### src/sv/aspsq_pkg.sv
// Shared types, codes and constants of the accelerometer SPI poll sequencer.
package aspsq_pkg;

  typedef enum logic [1:0] {
    CMD_SPI_EVENT = 2'd0,
    CMD_SET_RANGE = 2'd1,
    CMD_SET_RATE  = 2'd2,
    CMD_SET_HBW   = 2'd3
  } cmd_e;

  typedef enum logic [1:0] {
    AXIS_NONE = 2'd0,
    AXIS_X    = 2'd1,
    AXIS_Y    = 2'd2,
    AXIS_Z    = 2'd3
  } axis_e;

  localparam logic [7:0] SpiCmdWrite  = 8'h0A;
  localparam logic [7:0] SpiCmdRead   = 8'h0B;
  localparam logic [7:0] RegFilterCtl = 8'h2C;
  localparam logic [3:0] FlenTwoByte  = 4'd15;
  localparam logic [3:0] FlenOneByte  = 4'd7;
  localparam int unsigned NumBytes    = 6;
  localparam logic [2:0] LastByteIdx  = 3'd5;
  localparam logic [7:0] PendMax      = 8'hFF;

  typedef struct packed {
    cmd_e       command;
    logic       rx_valid;
    logic [7:0] rx_byte;
    logic       tx_ready;
    logic [2:0] setting_value;
  } in_item_t;

  typedef struct packed {
    logic        tx_valid;
    logic [3:0]  frame_length_code;
    logic        end_of_transfer;
    logic        ignore_receive;
    logic [15:0] tx_payload;
  } tx_frame_t;

  typedef struct packed {
    logic               tx_valid;
    logic [3:0]         frame_length_code;
    logic               end_of_transfer;
    logic               ignore_receive;
    logic [15:0]        tx_payload;
    logic               last_result;
    axis_e              axis_updated;
    logic signed [15:0] x_sample;
    logic signed [15:0] y_sample;
    logic signed [15:0] z_sample;
    logic [7:0]         filter_ctl_now;
  } out_item_t;

  typedef struct packed {
    out_item_t first;
    out_item_t second;
    logic      two;
  } res_pair_t;

  function automatic logic [7:0] axis_reg(input logic [2:0] idx);
    logic [7:0] r;
    unique case (idx)
      3'd0:    r = 8'h0F;
      3'd1:    r = 8'h0E;
      3'd2:    r = 8'h11;
      3'd3:    r = 8'h10;
      3'd4:    r = 8'h13;
      3'd5:    r = 8'h12;
      default: r = 8'h0F;
    endcase
    return r;
  endfunction

endpackage

### src/sv/aspsq_if.sv
// Valid/ready channel interfaces for input and result items.
interface aspsq_in_if;
  logic                valid;
  logic                ready;
  aspsq_pkg::in_item_t data;
  modport source (output valid, output data, input ready);
  modport sink (input valid, input data, output ready);
endinterface

interface aspsq_out_if;
  logic                 valid;
  logic                 ready;
  aspsq_pkg::out_item_t data;
  modport source (output valid, output data, input ready);
  modport sink (input valid, input data, output ready);
endinterface

### src/sv/aspsq_core.sv
// Sequencer state and next-state logic: sample store, indexes, phases, settings, frames.
module aspsq_core (
  input  logic                 clk_i,
  input  logic                 rst_ni,
  input  logic                 load_i,
  input  aspsq_pkg::in_item_t  item_i,
  output aspsq_pkg::res_pair_t res_o
);

  logic [7:0] sample_q [aspsq_pkg::NumBytes];
  logic [7:0] sample_d [aspsq_pkg::NumBytes];
  logic [2:0] rx_idx_q, rx_idx_d;
  logic [2:0] cmd_idx_q, cmd_idx_d;
  logic       read_ph_q, read_ph_d;
  logic       write_ph_q, write_ph_d;
  logic [7:0] pend_q, pend_d;
  logic [1:0] range_q, range_d;
  logic       hbw_q, hbw_d;
  logic [2:0] rate_q, rate_d;

  logic [2:0]           rx_ix;
  logic [2:0]           cmd_ix;
  logic [7:0]           pend_inc;
  logic [7:0]           fctl;
  aspsq_pkg::axis_e     axis;
  logic                 a_vld, b_vld;
  aspsq_pkg::tx_frame_t frm_a, frm_b, frm_first;

  assign rx_ix    = (rx_idx_q > aspsq_pkg::LastByteIdx) ? 3'd0 : rx_idx_q;
  assign cmd_ix   = (cmd_idx_q > aspsq_pkg::LastByteIdx) ? 3'd0 : cmd_idx_q;
  assign pend_inc = (pend_q == aspsq_pkg::PendMax) ? pend_q : pend_q + 8'd1;
  assign fctl     = {range_d, 1'b0, hbw_d, 1'b0, rate_d};

  always_comb begin
    sample_d   = sample_q;
    rx_idx_d   = rx_idx_q;
    cmd_idx_d  = cmd_idx_q;
    read_ph_d  = read_ph_q;
    write_ph_d = write_ph_q;
    pend_d     = pend_q;
    range_d    = range_q;
    hbw_d      = hbw_q;
    rate_d     = rate_q;
    axis       = aspsq_pkg::AXIS_NONE;
    a_vld      = 1'b0;
    b_vld      = 1'b0;
    frm_a      = '0;
    frm_b      = '0;
    unique case (item_i.command)
      aspsq_pkg::CMD_SET_RANGE: begin
        range_d = item_i.setting_value[1:0];
        pend_d  = pend_inc;
      end
      aspsq_pkg::CMD_SET_RATE: begin
        rate_d = item_i.setting_value;
        pend_d = pend_inc;
      end
      aspsq_pkg::CMD_SET_HBW: begin
        hbw_d  = item_i.setting_value[0];
        pend_d = pend_inc;
      end
      aspsq_pkg::CMD_SPI_EVENT: begin
        if (item_i.rx_valid) begin
          sample_d[rx_ix] = item_i.rx_byte;
          priority if (rx_ix == 3'd1) begin
            axis = aspsq_pkg::AXIS_X;
          end else if (rx_ix == 3'd3) begin
            axis = aspsq_pkg::AXIS_Y;
          end else if (rx_ix == 3'd5) begin
            axis = aspsq_pkg::AXIS_Z;
          end else begin
            axis = aspsq_pkg::AXIS_NONE;
          end
          rx_idx_d = (rx_ix == aspsq_pkg::LastByteIdx) ? 3'd0 : rx_ix + 3'd1;
        end
        if (item_i.tx_ready) begin
          if (!read_ph_q && (pend_q != 8'd0)) begin
            a_vld = 1'b1;
            if (write_ph_q) begin
              frm_a      = '{1'b1, aspsq_pkg::FlenOneByte, 1'b1, 1'b1, {8'd0, fctl}};
              write_ph_d = 1'b0;
              pend_d     = pend_q - 8'd1;
            end else begin
              frm_a      = '{1'b1, aspsq_pkg::FlenTwoByte, 1'b0, 1'b1,
                             {aspsq_pkg::SpiCmdWrite, aspsq_pkg::RegFilterCtl}};
              write_ph_d = 1'b1;
            end
          end
          if (!write_ph_d) begin
            b_vld = 1'b1;
            if (read_ph_q) begin
              frm_b     = '{1'b1, aspsq_pkg::FlenOneByte, 1'b1, 1'b0, 16'd0};
              read_ph_d = 1'b0;
            end else begin
              frm_b     = '{1'b1, aspsq_pkg::FlenTwoByte, 1'b0, 1'b1,
                            {aspsq_pkg::SpiCmdRead, aspsq_pkg::axis_reg(cmd_ix)}};
              cmd_idx_d = (cmd_ix == aspsq_pkg::LastByteIdx) ? 3'd0 : cmd_ix + 3'd1;
              read_ph_d = 1'b1;
            end
          end
        end
      end
      default: begin
      end
    endcase
  end

  assign frm_first = a_vld ? frm_a : frm_b;

  always_comb begin
    res_o.two                     = a_vld && b_vld;
    res_o.first.tx_valid          = frm_first.tx_valid;
    res_o.first.frame_length_code = frm_first.frame_length_code;
    res_o.first.end_of_transfer   = frm_first.end_of_transfer;
    res_o.first.ignore_receive    = frm_first.ignore_receive;
    res_o.first.tx_payload        = frm_first.tx_payload;
    res_o.first.last_result       = !(a_vld && b_vld);
    res_o.first.axis_updated      = axis;
    res_o.first.x_sample          = {sample_d[0], sample_d[1]};
    res_o.first.y_sample          = {sample_d[2], sample_d[3]};
    res_o.first.z_sample          = {sample_d[4], sample_d[5]};
    res_o.first.filter_ctl_now    = fctl;
    res_o.second                  = res_o.first;
    res_o.second.tx_valid          = frm_b.tx_valid;
    res_o.second.frame_length_code = frm_b.frame_length_code;
    res_o.second.end_of_transfer   = frm_b.end_of_transfer;
    res_o.second.ignore_receive    = frm_b.ignore_receive;
    res_o.second.tx_payload        = frm_b.tx_payload;
    res_o.second.last_result       = 1'b1;
  end

  always_ff @(posedge clk_i or negedge rst_ni) begin
    if (!rst_ni) begin
      for (int i = 0; i < aspsq_pkg::NumBytes; i++) begin
        sample_q[i] <= 8'd0;
      end
      rx_idx_q   <= 3'd0;
      cmd_idx_q  <= 3'd0;
      read_ph_q  <= 1'b0;
      write_ph_q <= 1'b0;
      pend_q     <= 8'd0;
      range_q    <= 2'd0;
      hbw_q      <= 1'b1;
      rate_q     <= 3'd3;
    end else if (load_i) begin
      sample_q   <= sample_d;
      rx_idx_q   <= rx_idx_d;
      cmd_idx_q  <= cmd_idx_d;
      read_ph_q  <= read_ph_d;
      write_ph_q <= write_ph_d;
      pend_q     <= pend_d;
      range_q    <= range_d;
      hbw_q      <= hbw_d;
      rate_q     <= rate_d;
    end
  end

endmodule

### src/sv/aspsq_obuf.sv
// Two-slot result register that drains the one or two results of an item.
module aspsq_obuf (
  input  logic                 clk_i,
  input  logic                 rst_ni,
  input  logic                 load_i,
  input  aspsq_pkg::res_pair_t res_i,
  input  logic                 out_ready_i,
  output logic                 out_valid_o,
  output aspsq_pkg::out_item_t out_item_o,
  output logic                 in_ready_o
);

  logic [1:0]           cnt_q, cnt_d;
  aspsq_pkg::out_item_t slot0_q, slot0_d;
  aspsq_pkg::out_item_t slot1_q, slot1_d;
  logic                 pop;

  assign out_valid_o = (cnt_q != 2'd0);
  assign out_item_o  = slot0_q;
  assign pop         = out_valid_o && out_ready_i;
  assign in_ready_o  = (cnt_q == 2'd0) || ((cnt_q == 2'd1) && out_ready_i);

  always_comb begin
    cnt_d   = cnt_q;
    slot0_d = slot0_q;
    slot1_d = slot1_q;
    if (load_i) begin
      cnt_d   = res_i.two ? 2'd2 : 2'd1;
      slot0_d = res_i.first;
      slot1_d = res_i.second;
    end else if (pop) begin
      cnt_d   = cnt_q - 2'd1;
      slot0_d = slot1_q;
    end
  end

  always_ff @(posedge clk_i or negedge rst_ni) begin
    if (!rst_ni) begin
      cnt_q <= 2'd0;
    end else begin
      cnt_q <= cnt_d;
    end
  end

  always_ff @(posedge clk_i) begin
    slot0_q <= slot0_d;
    slot1_q <= slot1_d;
  end

endmodule

### src/sv/accel_spi_poll_sequencer.sv
// Top level of the accelerometer SPI poll sequencer.
// Usage:
//   in_i carries one item per handshake: an SPI event (received byte and/or
//   transmitter ready) or a set-up command for range, output rate or half
//   bandwidth. out_o carries result items: the transmit frame to issue, if
//   any, plus the current axis samples and filter-control value.
//   Each input item gives one result, or two when a tx-ready event finishes
//   a filter-control write and starts the next read; last_result marks the
//   final one.
//   Latency: the first result of an item is valid in the cycle after it is
//   accepted. Throughput: one item per cycle while each item gives one
//   result and out_o.ready is high; a two-result item stalls input until
//   its first result leaves. The two-slot result register sets this rate.
//   Reset clears the sample store, indexes, phases and write queue and loads
//   range 0, half bandwidth 1, rate 3; no result is pending after reset.
//   When the receiver stalls, results hold in the result register and
//   in_i.ready drops until the last pending result can leave.
module accel_spi_poll_sequencer (
  input  logic       clk_i,
  input  logic       rst_ni,
  aspsq_in_if.sink   in_i,
  aspsq_out_if.source out_o
);

  logic                 load;
  logic                 in_ready;
  aspsq_pkg::res_pair_t res;

  assign in_i.ready = in_ready;
  assign load       = in_i.valid && in_ready;

  aspsq_core u_core (
    .clk_i  (clk_i),
    .rst_ni (rst_ni),
    .load_i (load),
    .item_i (in_i.data),
    .res_o  (res)
  );

  aspsq_obuf u_obuf (
    .clk_i       (clk_i),
    .rst_ni      (rst_ni),
    .load_i      (load),
    .res_i       (res),
    .out_ready_i (out_o.ready),
    .out_valid_o (out_o.valid),
    .out_item_o  (out_o.data),
    .in_ready_o  (in_ready)
  );

endmodule

### src/flat_wrapper.sv
// flat-port wrapper written by rule: the top's interface ports become plain ports
module accel_spi_poll_sequencer_flat 
  (clk_i, rst_ni, in_i_valid, in_i_data, in_i_ready, out_o_valid, out_o_data, out_o_ready);
  aspsq_in_if in_i_i ();
  aspsq_out_if out_o_i ();
  input  logic clk_i;
  input  logic rst_ni;
  input wire logic [$bits(in_i_i.valid)-1:0] in_i_valid;
  input wire logic [$bits(in_i_i.data)-1:0] in_i_data;
  output wire logic [$bits(in_i_i.ready)-1:0] in_i_ready;
  output wire logic [$bits(out_o_i.valid)-1:0] out_o_valid;
  output wire logic [$bits(out_o_i.data)-1:0] out_o_data;
  input wire logic [$bits(out_o_i.ready)-1:0] out_o_ready;
  assign in_i_i.valid = in_i_valid;
  assign in_i_i.data = in_i_data;
  assign in_i_ready = in_i_i.ready;
  assign out_o_valid = out_o_i.valid;
  assign out_o_data = out_o_i.data;
  assign out_o_i.ready = out_o_ready;
  accel_spi_poll_sequencer u_core (.clk_i(clk_i), .rst_ni(rst_ni), .in_i(in_i_i), .out_o(out_o_i));
endmodule
### config.mk
export PLATFORM = sky130hd
export DESIGN_NAME = accel_spi_poll_sequencer_flat
export DESIGN_NICKNAME = d
export VERILOG_FILES = /design/src/sv/aspsq_pkg.sv /design/src/sv/aspsq_if.sv /design/src/sv/aspsq_core.sv /design/src/sv/aspsq_obuf.sv /design/src/sv/accel_spi_poll_sequencer.sv /design/src/flat_wrapper.sv
export SDC_FILE = /design/constraint.sdc
export NUM_CORES = 1
export LEC_CHECK = 0
export ABC_AREA = 1
export BUFFER_PORTS_ARGS = -buffer_cell sky130_fd_sc_hd__buf_4
export CAP_MARGIN = 15
export CORE_MARGIN = 4
export CORE_UTILIZATION = 35
export CTS_CLUSTER_SIZE = 40
export DETAILED_ROUTE_END_ITERATION = 16
export SETUP_SLACK_MARGIN = 0.1
export SYNTH_ARGS = -nofsm -noshare
export SYNTH_HDL_FRONTEND = slang
export SYNTH_HIERARCHICAL = 1
export SYNTH_SLANG_ARGS = --single-unit
### constraint.sdc
create_clock -name clk_i -period 5.2 [get_ports clk_i]
set_clock_uncertainty 0.15 [all_clocks]
set_input_delay 1.04 -clock clk_i [delete_from_list [all_inputs] [get_ports clk_i]]
set_output_delay 1.04 -clock clk_i [all_outputs]
set_load 0.02 [all_outputs]
Word level (Yosys, flattened, before mapping) --
Cells that the tools add are included. Widths: inputs -> output; s select.
Cells by class: equal/unequal tests 17, reduce and logical (&&, ||, !) cells 20, add/subtract/negate cells 5, bitwise logic cells 3, order comparisons 4, muxes and demuxes 48
Operator list (count):
- $mux 82 | 2
- $mux 23 | 7
- $mux 48 | 2
- $bwmux 48 | 1
- $mux 22 | 2
- $mux 8 | 5
- $pmux 5 s5 | 1
- $demux 8 s3 | 1
- $mux 2 | 9
- $pmux 8 s2 | 1
- $mux 3 | 5
- $mux 1 | 12
- $reduce_and 5->1 | 2
- $eq 3x2->1 const B | 3
- $eq 3x3->1 const B | 3
- $add 8x1->8 const B | 1
- $eq 8x8->1 const B | 1
- $ne 2x2->1 const B | 4
- $reduce_bool 8->1 | 1
- $sub 8x1->8 const B | 1
- $add 3x1->3 const B | 2
- $eq 3x1->1 const B | 2
- $gt 3x3->1 const B | 2
- $logic_and 1x1->1 | 6
- 14 further kinds | 21
Word-level totals: bits in registers 231, bits of input ports 19

Logic depth before layout (Yosys ltp) --
Gate-level depths: netlist of the first run.
depth after elaboration 11, depth in mapped cells 16

Modules after synthesis --
Netlist of the first run, hierarchy kept.
By module, submodules not included:
- aspsq_obuf | cells an instance 453, instances 1, sequential area each 4974.8 µm², area an instance 6139.6 µm²
- aspsq_core | cells an instance 682, instances 1, sequential area each 1755.4 µm², area an instance 4729.5 µm²
- accel_spi_poll_sequencer | cells an instance 2, instances 1, sequential area each 0.0 µm², area an instance 7.5 µm²

Least setup slack after synthesis of the first run --
Ideal clock, no wire load.
kind input to register, from input out_o_ready, to register u_core.u_obuf.slot0_q, in the netlist u_core/u_obuf/out_item_o[0], enable pin, buffers on the path 2, arrival time 5.324 ns, setup slack -0.718 ns, stages on the path 8, cell sequence nand2_1 > nand2_1 > nand2_1 > inv_1 > buf_2 > inv_2 > buf_6 > nand2_1
Between the ends: cells in the longest elaborated chain, start to end 4, elaborated cells on any way between the ends 5
Ends and longest elaborated chain:
- from (decl) | line flat_wrapper.sv:13 | input wire logic [$bits(out_o_i.ready)-1:0] out_o_ready;
- $logic_and 1x1->1 | line aspsq_obuf.sv:21 | assign in_ready_o = (cnt_q == 2'd0) || ((cnt_q == 2'd1) && out_ready_i);
- $logic_or 1x1->1 | line aspsq_obuf.sv:21
- net in_i_ready | line flat_wrapper.sv:10 | output wire logic [$bits(in_i_i.ready)-1:0] in_i_ready;
- $logic_and 1x1->1 | line accel_spi_poll_sequencer.sv:30 | assign load = in_i.valid && in_ready;
- net u_core.load | line accel_spi_poll_sequencer.sv:25 | logic load;
- $reduce_bool 2->1 (no line)
- to (signal assigned) | line aspsq_obuf.sv:46 | slot0_q <= slot0_d;
- to (decl) | line aspsq_obuf.sv:14 | aspsq_pkg::out_item_t slot0_q, slot0_d;
The timed path passes the listed nets, and every way through them passes these cells. A chain may end at the register's enable or synchronous reset.

==> results of run 1 <==
worst max-delay path: stages (launching register included):
cell                      delay (ns)
sky130_fd_sc_hd__dfrtp_1        0.42
sky130_fd_sc_hd__nor2_1         0.12
sky130_fd_sc_hd__nand2_1        0.08
sky130_fd_sc_hd__nor2_1         0.21
sky130_fd_sc_hd__nor2_1         0.12
sky130_fd_sc_hd__ha_1           0.29
sky130_fd_sc_hd__nand2_1        0.04
sky130_fd_sc_hd__nor2_1         0.39
sky130_fd_sc_hd__inv_1          0.13
sky130_fd_sc_hd__nor2_2         0.23
sky130_fd_sc_hd__inv_1          0.18
sky130_fd_sc_hd__a21oi_1        0.26
sky130_fd_sc_hd__nand2_1        0.13
sky130_fd_sc_hd__nand2_1        0.08
sky130_fd_sc_hd__nand2_1        0.05
sky130_fd_sc_hd__nand2_1        0.11
layout make-up:
class / count / area (sq um) / share of cell area (%)
flip-flops and latches: 236 / 6730 / 55.5
multi-input cells: 725 / 3080 / 25.4
repair buffers: 108 / 823 / 6.79
clock buffers: 39 / 718 / 5.92
well taps: 396 / 495 / 4.09
inverters: 67 / 255 / 2.11
clock inverters: 5 / 20.0 / 0.165
placed cells by master (no fill, tap or decap), drive strengths merged:
cell | Yosys | final
nand2 | 546 | 546
edfxtp | 164 | 164
buf | 116 | 108
o21ai | 74 | 74
dfrtp | 69 | 69
inv | 67 | 66
clkbuf | 9 | 39
nor2 | 32 | 32
nand3 | 18 | 18
conb | 2 | 18
ha | 12 | 12
a21oi | 7 | 7
clkinv | 0 | 5
nand4 | 4 | 4
nor3 | 3 | 3
nand3b | 3 | 3
xor2 | 3 | 3
dfstp | 3 | 3
xnor2 | 2 | 2
clkinvlp | 0 | 1
a21boi | 1 | 1
mux2i | 1 | 1
fa | 1 | 1
state kept, by name, indices dropped and copies added, names as in the netlist:
signal and count:
u_core/u_core/cmd_idx_q 3, u_core/u_core/hbw_q 1, u_core/u_core/write_ph_q 1, u_core/u_core/range_q 2, u_core/u_obuf/cnt_q 2, u_core/u_obuf/slot1_q 82, u_core/u_core/rate_q 3, u_core/u_core/read_ph_q 1
u_core/u_core/rx_idx_q 3, u_core/u_core/pend_q 8, u_core/u_obuf/out_item_o 82, u_core/u_core/sample_q 48
cells by family (layout without fill, tap and decap cells):
| kind of cell | Yosys count | in the layout | synth area share [%] |
|---|---|---|---|
| AOI/OAI and AO/OA | 82 | 82 | 3.87 |
| xor gates and xnor gates | 5 | 5 | 0.403 |
| adders and majority gates | 13 | 13 | 1.56 |
| buffers and inverters | 192 | 219 | 10.4 |
| DFF | 236 | 236 | 61.9 |
| muxes | 1 | 1 | 0.0920 |
| other | 2 | 18 | 0.0690 |
| and+or+nand+nor | 606 | 606 | 21.7 |
metrics by stage:
step / total power [W] / hold WS, ns / worst slack [ns] / utilization (%)
finish: 0.00739 / 0.327 / 2.06 / 39.6
global route: 0.00789 / 0.345 / 1.80 / 39.6
CTS: 0.00750 / 0.332 / 2.10 / 39.6
detailed placement: 0.00586 / 0.315 / 1.80 / 37.2
global placement: 0.00580 / 0.311 / 1.86 / 37.2
floorplan: 0.00516 / 0.299 / 0.650 / -
how the worst min path moves through the flow:
| stage | from | slack (ns) | endpoint |
|---|---|---|---|
| floorplan | u_core/u_core/sample_q[22] | 0.30 | u_core/u_core/sample_q[22] |
| global placement | u_core/u_core/sample_q[27] | 0.31 | u_core/u_core/sample_q[27] |
| detailed placement | u_core/u_core/sample_q[9] | 0.32 | u_core/u_core/sample_q[9] |
| CTS | u_core/u_core/sample_q[9] | 0.33 | u_core/u_core/sample_q[9] |
| global route | u_core/u_core/sample_q[24] | 0.34 | u_core/u_core/sample_q[24] |
| finish | u_core/u_core/sample_q[45] | 0.33 | u_core/u_core/sample_q[45] |
per-layer routing:
layer | up-vias | wire [um] | part of all wire (%)
met5 | - | 0 | 0
met4 | 0 | 401 | 1.8
met3 | 25 | 969 | 4.4
met2 | 129 | 10700 | 49
met1 | 3334 | 9800 | 45
li1 | 3584 | - | -
power groups by stage:
stage | Clock, W | Combinational [W] | Sequential (W)
finish | 0.00161 | 0.00248 | 0.00329
global route | 0.00174 | 0.00279 | 0.00336
CTS | 0.00167 | 0.00253 | 0.00330
detailed placement | 0 | 0.00253 | 0.00333
global placement | 0 | 0.00248 | 0.00332
floorplan | 0 | 0.00148 | 0.00368
==> impl_summary.log, run 1 <==
[metrics] class of the worst hold path: flop to flop
[metrics] full die area: 34,000 sq um
[metrics] cell-internal power: 0.00475 W
[metrics] peak ir drop on the vdd network: 0.248 mV
[metrics] top cells by area in the synthesized netlist: sky130_fd_sc_hd__edfxtp_1 (45%), sky130_fd_sc_hd__nand2_1 (19%), sky130_fd_sc_hd__dfrtp_1 (16%)
[metrics] total via count in the routed design: 7,072
[metrics] global-route usage over all layers: 12.7%
[metrics] Port Buf Inserts: 102
[metrics] met3 Use GR: 1.72%
[metrics] TritonCTS buffer count: 24
[metrics] hold bufs inserted after CTS: 0
[metrics] combinational share of power: 33.6%
[metrics] post-route antenna net violation count: 0
[metrics] Worst-Skew Late Latency: 0.51 ns
[metrics] number of remaining DRC errors: 0
[metrics] switching pwr: 0.00264 W
[metrics] number of enable flip-flop cells after synthesis: 164
[metrics] post-synth top area cell: sky130_fd_sc_hd__edfxtp_1
[metrics] placed cell count: 1,532
[metrics] nature of the critical path startpoint: flop
[metrics] final WL: 21,900 um
[metrics] clock-pin slew of the registers on the worst-case setup and hold paths: 0.06 ns
[metrics] portion of total power attributed to the clock network: 21.8%
[metrics] global-route wire length before repair: 34,900 um
[metrics] end point of the critical path: u_core/u_obuf/out_item_o[61]
[metrics] slew at the pin closest to its max-slew limit: 1.08 ns
[metrics] IO Pins: 103
[metrics] DRT Pass-1 Iters: 4
[metrics] Core Footprint: 30,600 sq um
[metrics] worst-case headroom to the max-slew limit: 28.3%
[metrics] GRT busiest layer: met2
[metrics] Seq cells post-synth: 236
[metrics] initial antenna violation count: 0
[metrics] max-capacitance violation count: 0
[metrics] Initial Utilization: 35.6%
[metrics] worst-path fanout max: 7
[metrics] post-synthesis instance area: 10,900 sq um
[metrics] result of the run: finished clean
[metrics] CTS-repair resized insts: 0
[metrics] worst reg-to-reg path cell count: 15
[metrics] critical path startpoint: u_core/u_core/pend_q[7]
[metrics] switching part of the total: 35.7%
[metrics] fraction of layout instances using a drive strength above 1: 13.2%
[metrics] cell at the root of the clock tree: sky130_fd_sc_hd__clkbuf_16
[metrics] number of standard cells in the final layout excluding fillers: 1,576
[metrics] Arrival @ worst endpoint: 3.35 ns
[metrics] Setup Viol. Count Final: 0
[metrics] total setup buffers inserted after CTS: 0
[metrics] source of the worst register-to-register timing path: u_core/u_core/pend_q[7]
[metrics] area growth from synthesis to final layout: 11.5%
[metrics] Synthesis Warnings: 6
[metrics] detailed-route wire length per cell: 13.9 um
[metrics] maximum number of pins on one net before global-route repair: 101
[metrics] Power Density: 609 nW/um^2
[metrics] count of mapped cells out of synthesis: 1,137
[metrics] Post-DP HPWL: 14,100 um
[metrics] Max Clock Freq: 319 MHz
[metrics] CTS tree: yes
[metrics] max-slew violations: 0
[metrics] average instance area after synthesis: 9.57 sq um
[metrics] CTS sink cnt: 236
[metrics] number of buffers on the longest clock path: 3
[metrics] total negative slack for setup checks: 0 ns
[metrics] met1 GRT Util: 16.8%
[metrics] Top FF cell, synth: sky130_fd_sc_hd__edfxtp_1
[metrics] area share of the leading cell type in the synthesized netlist: 45.3%
[metrics] level count of the clock H-tree: 1
[metrics] number of cells traversed by the worst hold path: 2
[metrics] number of global-route vias before repair: 6,571
[metrics] Layout Cell Area excl Fill: 12,100 sq um
[metrics] kind of end point of the critical path: flop
[metrics] unrepaired setup endpoints after global routing: no
[metrics] total congestion overflow after global routing: 0
[metrics] final critical-path required period: 3.14 ns
[metrics] proportion of synthesized flip-flops having asynchronous set or reset: 30.5%
[metrics] endpoint of the most critical register-to-register path: u_core/u_obuf/out_item_o[61]
[metrics] iteration-0 DRC count of the detailed router: 491
[metrics] instance area after placement: 11,400 sq um
[metrics] via count normalized by instance count: 4.49
[metrics] count of cell types in the netlist: 31
[metrics] met2 track demand over resource: 22.0%
[metrics] width of the die: 184 um
[metrics] Std-Cell Rows: 64
[metrics] die height: 184 um
[metrics] share of total power in sequential cells: 44.5%
[metrics] library cell with the highest instance count after synthesis: sky130_fd_sc_hd__nand2_1
[metrics] register-to-register setup slack: 2.06 ns
[metrics] top cells by instance count after synthesis: sky130_fd_sc_hd__nand2_1 (542), sky130_fd_sc_hd__edfxtp_1 (164), sky130_fd_sc_hd__buf_4 (93), sky130_fd_sc_hd__dfrtp_1 (69), sky130_fd_sc_hd__inv_1 (64)
[metrics] share of the yosys chip area belonging to registers: 61.9%
[metrics] Static Leakage: 5.61 nW
[metrics] final net count: 1,194
[metrics] Hold Fails Final Rpt: 0
[metrics] Filler Cell Count: 3,051
[metrics] critical path data required time: 5.41 ns
[metrics] number of antenna diodes: 0
[metrics] Tcrit/Tclk final: 60.3%
[metrics] routability cong.: 0.807
[metrics] crit path kind: flop to flop
Note: power is estimated with default switching activity, not from simulation.
==> run 2, diff against run 1 <==
==> constraint.sdc (replaced) <==
create_clock -name clk_i -period 2.6 [get_ports clk_i]
set_clock_uncertainty 0.15 [all_clocks]
set_input_delay 0.52 -clock clk_i [delete_from_list [all_inputs] [get_ports clk_i]]
set_output_delay 0.52 -clock clk_i [all_outputs]
set_load 0.02 [all_outputs]
==> impl_summary.log, run 2 (same netlist as run 1, synthesis figures left out) <==
[metrics] result of the run: finished clean (unchanged)
[metrics] area growth from synthesis to final layout: 14.2% (was 11.5%)
[metrics] crit path kind: flop to flop (unchanged)
[metrics] max incr delay on CP: 0.41 ns (was 0.42 ns)
[metrics] via count normalized by instance count: 4.48 (was 4.49)
[metrics] Std-Cell Rows: 64 (unchanged)
[metrics] number of standard cells in the final layout excluding fillers: 1,602 (was 1,576)
[metrics] fraction of layout instances using a drive strength above 1: 16.4% (was 13.2%)
[metrics] full die area: 34,000 sq um (unchanged)
[metrics] maximum number of pins on one net before global-route repair: 93 (was 101)
[metrics] leading cell type in the layout, fill and taps excluded: sky130_fd_sc_hd__nand2_1 (unchanged)
[metrics] number of cells traversed by the worst hold path: 3 (was 2)
[metrics] endpoint of the most critical register-to-register path: u_core/u_obuf/out_item_o[60] (was u_core/u_obuf/out_item_o[61])
[metrics] final WL: 22,700 um (was 21,900 um)
[metrics] Initial Utilization: 35.6% (unchanged)
[metrics] register-to-register setup slack: 0.30 ns (was 2.06 ns)
[metrics] Hold Fails Final Rpt: 0 (unchanged)
[metrics] critical path data required time: 2.83 ns (was 5.41 ns)
[metrics] placed cell count: 1,550 (was 1,532)
[metrics] number of buffers on the longest clock path: 3 (unchanged)
[metrics] worst path cell trace: nor2_1, nand2_1, nor2_4, nor2_1, ha_1, nand2_1, nor2_2, inv_1, nor2_2, buf_4, nand2_2, o21ai_1, nand2_1, nand2_1 (was nor2_1, nand2_1, nor2_1, nor2_1, ha_1, nand2_1, nor2_1, inv_1, nor2_2, inv_1, a21oi_1, nand2_1, nand2_1, nand2_1, nand2_1)
[metrics] final critical-path required period: 2.30 ns (was 3.14 ns)
[metrics] max-slew violations: 0 (unchanged)
[metrics] Arrival @ worst endpoint: 2.54 ns (was 3.35 ns)
[metrics] Post-DP HPWL: 15,100 um (was 14,100 um)
[metrics] die height: 184 um (unchanged)
[metrics] Core Footprint: 30,600 sq um (unchanged)
[metrics] instance area after placement: 11,600 sq um (was 11,400 sq um)
[metrics] TritonCTS buffer count: 24 (unchanged)
[metrics] number of antenna diodes: 0 (unchanged)
[metrics] Total Power: 0.0151 W (was 0.00739 W)
[metrics] class of the worst hold path: primary input to flop (was flop to flop)
[metrics] GRT busiest layer: met2 (unchanged)
[metrics] destination of the worst hold path: u_core/u_core/rate_q[2] (was u_core/u_core/sample_q[45])
[metrics] total congestion overflow after global routing: 0 (unchanged)
[metrics] Tcrit/Tclk final: 88.6% (was 60.3%)
[metrics] Min-Delay Startpoint: in_i_data[2] (was u_core/u_core/sample_q[45])
[metrics] kind of end point of the critical path: flop (unchanged)
[metrics] worst path bufs/invs: 2 (unchanged)
[metrics] met3 Use GR: 1.54% (was 1.72%)
[metrics] final net count: 1,220 (was 1,194)
[metrics] cell at the root of the clock tree: sky130_fd_sc_hd__clkbuf_16 (unchanged)
[metrics] met1 GRT Util: 16.8% (about the same)
[metrics] peak ir drop on the vdd network: 0.507 mV (was 0.248 mV)
[metrics] routability cong.: 0.839 (was 0.807)
[metrics] clock-pin slew of the registers on the worst-case setup and hold paths: 0.06 ns (about the same)
[metrics] source of the worst register-to-register timing path: u_core/u_core/pend_q[5] (was u_core/u_core/pend_q[7])
[metrics] CTS sink cnt: 236 (unchanged)
[metrics] Max Clock Freq: 434 MHz (was 319 MHz)
[metrics] unrepaired setup endpoints after global routing: no (unchanged)
[metrics] iteration-0 DRC count of the detailed router: 387 (was 491)
[metrics] initial antenna violation count: 0 (unchanged)
[metrics] Port Buf Inserts: 102 (unchanged)
[metrics] IO Pins: 103 (unchanged)
[metrics] Layout Cell Area excl Fill: 12,400 sq um (was 12,100 sq um)
[metrics] global-route usage over all layers: 12.9% (was 12.7%)
[metrics] most frequent cells in the layout: sky130_fd_sc_hd__nand2_1 (537), sky130_fd_sc_hd__edfxtp_1 (164), sky130_fd_sc_hd__buf_4 (128) (was sky130_fd_sc_hd__nand2_1 (541), sky130_fd_sc_hd__edfxtp_1 (164), sky130_fd_sc_hd__buf_4 (107))
[metrics] max-capacitance violation count: 0 (unchanged)
[metrics] detailed-route wire length per cell: 14.2 um (was 13.9 um)
[metrics] number of remaining DRC errors: 0 (unchanged)
[metrics] met2 track demand over resource: 22.9% (was 22.0%)
[metrics] final hold slack: 0.224 ns (was 0.327 ns)
[metrics] global-route wire length before repair: 35,600 um (was 34,900 um)
[metrics] worst-path fanout max: 6 (was 7)
[metrics] worst reg-to-reg path cell count: 14 (was 15)
[metrics] number of global-route vias before repair: 6,835 (was 6,571)
[metrics] nature of the critical path startpoint: flop (unchanged)
[metrics] Power Density: 1210 nW/um^2 (was 609 nW/um^2)
[metrics] DRT Pass-1 Iters: 5 (was 4)
[metrics] width of the die: 184 um (unchanged)
[metrics] post-route core utilization: 40.6% (was 39.6%)
[metrics] Setup Viol. Count Final: 0 (unchanged)
[metrics] Worst-Skew Late Latency: 0.52 ns (was 0.51 ns)
[metrics] Static Leakage: 5.77 nW (was 5.61 nW)
[metrics] cell with the most instances on the worst path: sky130_fd_sc_hd__nand2_1 (unchanged)
[metrics] post-route antenna net violation count: 0 (unchanged)
[metrics] CTS tree: yes (unchanged)
[metrics] level count of the clock H-tree: 1 (unchanged)
[metrics] cell type of the slowest stage on the worst timing path: sky130_fd_sc_hd__dfrtp_1 (unchanged)
[metrics] total via count in the routed design: 7,178 (was 7,072)
[metrics] Filler Cell Count: 2,988 (was 3,051)
[metrics] largest delay contributor family on the critical path: simple AND/OR/NAND/NOR gates (unchanged)
-- run 2: cell types whose count changed in the layout (fill, tap and decap cells not counted), moves of 4 or more --
cell / change
sky130_fd_sc_hd__nor2_1: -5
sky130_fd_sc_hd__buf_4: +21
sky130_fd_sc_hd__clkinv_2: +5
sky130_fd_sc_hd__nand2_1: -4
sky130_fd_sc_hd__clkbuf_1: -4
sky130_fd_sc_hd__nor2_2: +4
sky130_fd_sc_hd__buf_12: +4
-- run 2: where the power goes --
group,internal (W),switching [W]
Combinational,0.00186,0.00345
Sequential,0.00598,0.000591
Clock,0.00179,0.00140
-- run 2: per-stage QoR --
| stage | setup WS, ns | setup TNS, ns |
|---|---|---|
| finish | 0.296 | 0 |
| global route | 0.134 | 0 |
| CTS | 0.116 | 0 |
| detailed placement | 0.136 | 0 |
| global placement | 0.188 | 0 |
| floorplan | -0.666 | -114.03 |
-- run 2: repair_timing --
action / 4_1_cts / 5_1_grt
setup buffers: 0 / 7
hold endpoints to repair: 29 / 0
resized for setup: 0 / 13
hold buffers: 1 / 0
setup endpoints to repair: 0 / 18
-- run 2: cell type report --
class | count | area [sq um] | area share [%]
Inverter | 67 | 260 | 2.09
Tap cell | 396 | 495 | 3.99
Timing Repair Buffer | 134 | 1070 | 8.62
Sequential cell | 236 | 6730 | 54.2
Clock inverter | 11 | 61.3 | 0.493
Clock buffer | 33 | 664 | 5.35
Multi-Input combinational cell | 725 | 3140 | 25.3
-- run 2: worst max-delay path by stage --
stage                                        from                           end  slack (ns)  depth (start not counted)
after floorplan            u_core/u_obuf/cnt_q[0]   u_core/u_obuf/out_item_o[0]       -0.67                         10
after global placement    u_core/u_core/pend_q[7]  u_core/u_obuf/out_item_o[58]        0.19                         14
after detailed placement  u_core/u_core/pend_q[7]  u_core/u_obuf/out_item_o[61]        0.14                         15
after CTS                 u_core/u_core/pend_q[7]  u_core/u_obuf/out_item_o[61]        0.12                         15
after global routing      u_core/u_core/pend_q[0]  u_core/u_obuf/out_item_o[60]        0.13                         14
final                     u_core/u_core/pend_q[5]  u_core/u_obuf/out_item_o[60]        0.30                         14
-- run 2: worst min-delay path, cell delays in order --
cell and delay, ns:
sky130_fd_sc_hd__buf_4 0.07, sky130_fd_sc_hd__o21ai_0 0.09, sky130_fd_sc_hd__o21ai_0 0.16
-- run 2: per-layer routing --
| layer | vias to the layer above | wire length (um) |
|---|---|---|
| met5 | - | 0 |
| met4 | 0 | 427 |
| met3 | 33 | 963 |
| met2 | 145 | 11200 |
| met1 | 3358 | 10100 |
| li1 | 3642 | - |
==> run 3, diff against run 2 <==
--- a/config.mk
+++ b/config.mk
@@ -9,7 +9,7 @@
 export BUFFER_PORTS_ARGS = -buffer_cell sky130_fd_sc_hd__buf_4
 export CAP_MARGIN = 15
 export CORE_MARGIN = 4
-export CORE_UTILIZATION = 35
+export CORE_UTILIZATION = 25
 export CTS_CLUSTER_SIZE = 40
 export DETAILED_ROUTE_END_ITERATION = 16
 export SETUP_SLACK_MARGIN = 0.1
==> impl_summary.log, run 3 (same netlist as run 1, synthesis figures left out) <==
[metrics] Arrival @ worst endpoint: 2.59 ns (was 2.54 ns)
[metrics] Tcrit/Tclk final: 90.3% (was 88.6%)
[metrics] switching pwr: 0.00558 W (was 0.00544 W)
[metrics] initial antenna violation count: 0 (unchanged)
[metrics] Power Density: 1210 nW/um^2 (about the same)
[metrics] instance area after placement: 11,900 sq um (was 11,600 sq um)
[metrics] worst path bufs/invs: 2 (unchanged)
[metrics] met2 track demand over resource: 16.2% (was 22.9%)
[metrics] unrepaired setup endpoints after global routing: no (unchanged)
[metrics] max incr delay on CP: 0.42 ns (was 0.41 ns)
[metrics] via count normalized by instance count: 4.09 (was 4.48)
[metrics] Setup Viol. Count Final: 0 (unchanged)
[metrics] most frequent cells in the layout: sky130_fd_sc_hd__nand2_1 (539), sky130_fd_sc_hd__edfxtp_1 (164), sky130_fd_sc_hd__buf_4 (118) (was sky130_fd_sc_hd__nand2_1 (537), sky130_fd_sc_hd__edfxtp_1 (164), sky130_fd_sc_hd__buf_4 (128))
[metrics] worst-case headroom to the max-slew limit: 65.7%
[metrics] Core Footprint: 43,100 sq um (was 30,600 sq um)
[metrics] IO Pins: 103 (unchanged)
[metrics] final hold slack: 0.212 ns (was 0.224 ns)
[metrics] global-route wire length before repair: 38,200 um (was 35,600 um)
[metrics] CTS sink cnt: 236 (unchanged)
[metrics] full die area: 46,900 sq um (was 34,000 sq um)
[metrics] cell-internal power: 0.00985 W (was 0.00963 W)
[metrics] width of the die: 217 um (was 184 um)
[metrics] level count of the clock H-tree: 1 (unchanged)
[metrics] detailed-route wire length per cell: 13.5 um (was 14.2 um)
[metrics] post-route antenna net violation count: 0 (unchanged)
[metrics] leading cell type in the layout, fill and taps excluded: sky130_fd_sc_hd__nand2_1 (unchanged)
[metrics] Filler Cell Count: 4,420 (was 2,988)
[metrics] result of the run: finished clean (unchanged)
[metrics] GRT busiest layer: met2 (unchanged)
[metrics] routability cong.: 0.763 (was 0.839)
[metrics] critical path data required time: 2.85 ns (was 2.83 ns)
[metrics] total via count in the routed design: 7,312 (was 7,178)
[metrics] kind of end point of the critical path: flop (unchanged)
[metrics] maximum number of pins on one net before global-route repair: 62 (was 93)
[metrics] Static Leakage: 5.79 nW (was 5.77 nW)
[metrics] total negative slack for setup checks: 0 ns (unchanged)
[metrics] cell at the root of the clock tree: sky130_fd_sc_hd__clkbuf_16 (unchanged)
[metrics] crit path setup slack, layout: 0.253 ns (was 0.296 ns)
[metrics] area growth from synthesis to final layout: 17.3% (was 14.2%)
[metrics] total congestion overflow after global routing: 0 (unchanged)
[metrics] largest delay contributor family on the critical path: simple AND/OR/NAND/NOR gates (unchanged)
[metrics] Post-DP HPWL: 16,000 um (was 15,100 um)
[metrics] die height: 217 um (was 184 um)
[metrics] final net count: 1,217 (was 1,220)
[metrics] portion of total power attributed to the clock network: 22.4% (was 21.2%)
[metrics] iteration-0 DRC count of the detailed router: 589 (was 387)
[metrics] Layout Cell Area excl Fill: 12,800 sq um (was 12,400 sq um)
[metrics] Max Clock Freq: 426 MHz (was 434 MHz)
[metrics] peak ir drop on the vdd network: 0.465 mV (was 0.507 mV)
[metrics] share of total power in sequential cells: 42.7% (was 43.6%)
[metrics] CTS tree: yes (unchanged)
[metrics] slew at the pin closest to its max-slew limit: 0.514 ns
[metrics] switching part of the total: 36.1% (about the same)
[metrics] max-capacitance violation count: 0 (unchanged)
[metrics] met3 Use GR: 2.27% (was 1.54%)
[metrics] cell with the most instances on the worst path: sky130_fd_sc_hd__nand2_1 (unchanged)
[metrics] final critical-path required period: 2.35 ns (was 2.30 ns)
[metrics] clock-pin slew of the registers on the worst-case setup and hold paths: 0.06 ns (about the same)
[metrics] TritonCTS buffer count: 25 (was 24)
[metrics] global-route usage over all layers: 10.0% (was 12.9%)
[metrics] Port Buf Inserts: 102 (unchanged)
[metrics] crit path kind: flop to flop (unchanged)
[metrics] Worst-Skew Late Latency: 0.54 ns (was 0.52 ns)
[metrics] fraction of layout instances using a drive strength above 1: 15.9% (was 16.4%)
[metrics] met1 GRT Util: 13.2% (was 16.8%)
[metrics] number of remaining DRC errors: 0 (unchanged)
[metrics] worst-path fanout max: 6 (unchanged)
[metrics] number of antenna diodes: 0 (unchanged)
[metrics] worst path cell trace: nor2_1, nand2_1, nor2_4, nor2_2, ha_1, nand2_1, nor2_1, inv_1, nor2_4, buf_6, nand2_1, o21ai_1, nand2_1, nand2_1 (was nor2_1, nand2_1, nor2_4, nor2_1, ha_1, nand2_1, nor2_2, inv_1, nor2_2, buf_4, nand2_2, o21ai_1, nand2_1, nand2_1)
[metrics] number of buffers on the longest clock path: 3 (unchanged)
[metrics] final WL: 24,100 um (was 22,700 um)
[metrics] nature of the critical path startpoint: flop (unchanged)
[metrics] pre-CTS setup slack: 0.182 ns (was 0.136 ns)
[metrics] number of global-route vias before repair: 7,082 (was 6,835)
[metrics] max-slew violations: 0 (unchanged)
[metrics] DRT Pass-1 Iters: 5 (unchanged)
[metrics] number of standard cells in the final layout excluding fillers: 1,789 (was 1,602)
[metrics] combinational share of power: 34.9% (was 35.2%)
[metrics] placed cell count: 1,738 (was 1,550)
[metrics] cell type of the slowest stage on the worst timing path: sky130_fd_sc_hd__dfrtp_1 (unchanged)
[metrics] Std-Cell Rows: 76 (was 64)
[metrics] Hold Fails Final Rpt: 0 (unchanged)
[metrics] Initial Utilization: 25.2% (was 35.6%)
[metrics] class of the worst hold path: primary input to flop (unchanged)
-- run 3: changes by cell type in the layout (fill, tap and decap cells not counted), sizes merged --
cell	delta
buf	-4
inv	+2
clkinv	-8
clkbuf	+7
clkinvlp	+1
-- run 3: path summary, 6_finish.rpt --
path / startpoint / to / slack [ns] / cells past startpoint
worst max-delay path: u_core/u_core/pend_q[1] / u_core/u_obuf/out_item_o[60] / 0.25 / 14
worst min-delay path: in_i_data[2] / u_core/u_core/rate_q[2] / 0.21 / 3
worst max register to register: u_core/u_core/pend_q[1] / u_core/u_obuf/out_item_o[60] / 0.25 / 14
worst min register to register: u_core/u_core/sample_q[17] / u_core/u_core/sample_q[17] / 0.33 / 2
max in group asynchronous: rst_ni / u_core/u_core/sample_q[22] / 1.34 / 3
min in group asynchronous: rst_ni / u_core/u_core/rate_q[2] / 0.34 / 2
-- run 3: power groups by stage --
stage / Combinational [W] / Clock [W] / Sequential, W
6_report: 0.00538 / 0.00346 / 0.00659
5_1_grt: 0.00603 / 0.00372 / 0.00674
4_1_cts: 0.00545 / 0.00359 / 0.00662
3_5_place_dp: 0.00543 / 0 / 0.00667
3_3_place_gp: 0.00534 / 0 / 0.00663
2_1_floorplan: 0.00306 / 0 / 0.00734
-- run 3: metal layers --
metal | up-vias | part of all wire (%)
li1 | 3637 | -
met1 | 3456 | 44
met2 | 172 | 47
met3 | 47 | 6.4
met4 | 0 | 3.5
met5 | - | 0
-- run 3: layout make-up --
| cell class | count | area, sq um | share of cell area [%] |
|---|---|---|---|
| Inverter | 67 | 260 | 2.04 |
| Multi-Input combinational cell | 725 | 3130 | 24.5 |
| Clock buffer | 40 | 743 | 5.83 |
| Timing Repair Buffer | 130 | 1110 | 8.68 |
| Clock inverter | 6 | 53.8 | 0.422 |
| Tap cell | 585 | 732 | 5.74 |
| Sequential cell | 236 | 6730 | 52.8 |
-- run 3: through the flow --
step | util [%] | total power, W
floorplan | - | 0.0104
global placement | 27.6 | 0.0120
detailed placement | 27.6 | 0.0121
CTS | 29.5 | 0.0157
global route | 29.6 | 0.0165
finish | 29.6 | 0.0154
-- run 3: timing repair --
item	4_1_cts	5_1_grt
endpoints found under the setup margin	0	17
hold buffers	1	0
resized for setup	0	10
buffers inserted	0	4
hold endpoints to repair	25	0
-- run 3: tightest hold or removal path: stages --
cell and delay [ns]:
sky130_fd_sc_hd__buf_4 0.08, sky130_fd_sc_hd__o21ai_0 0.09, sky130_fd_sc_hd__o21ai_0 0.16
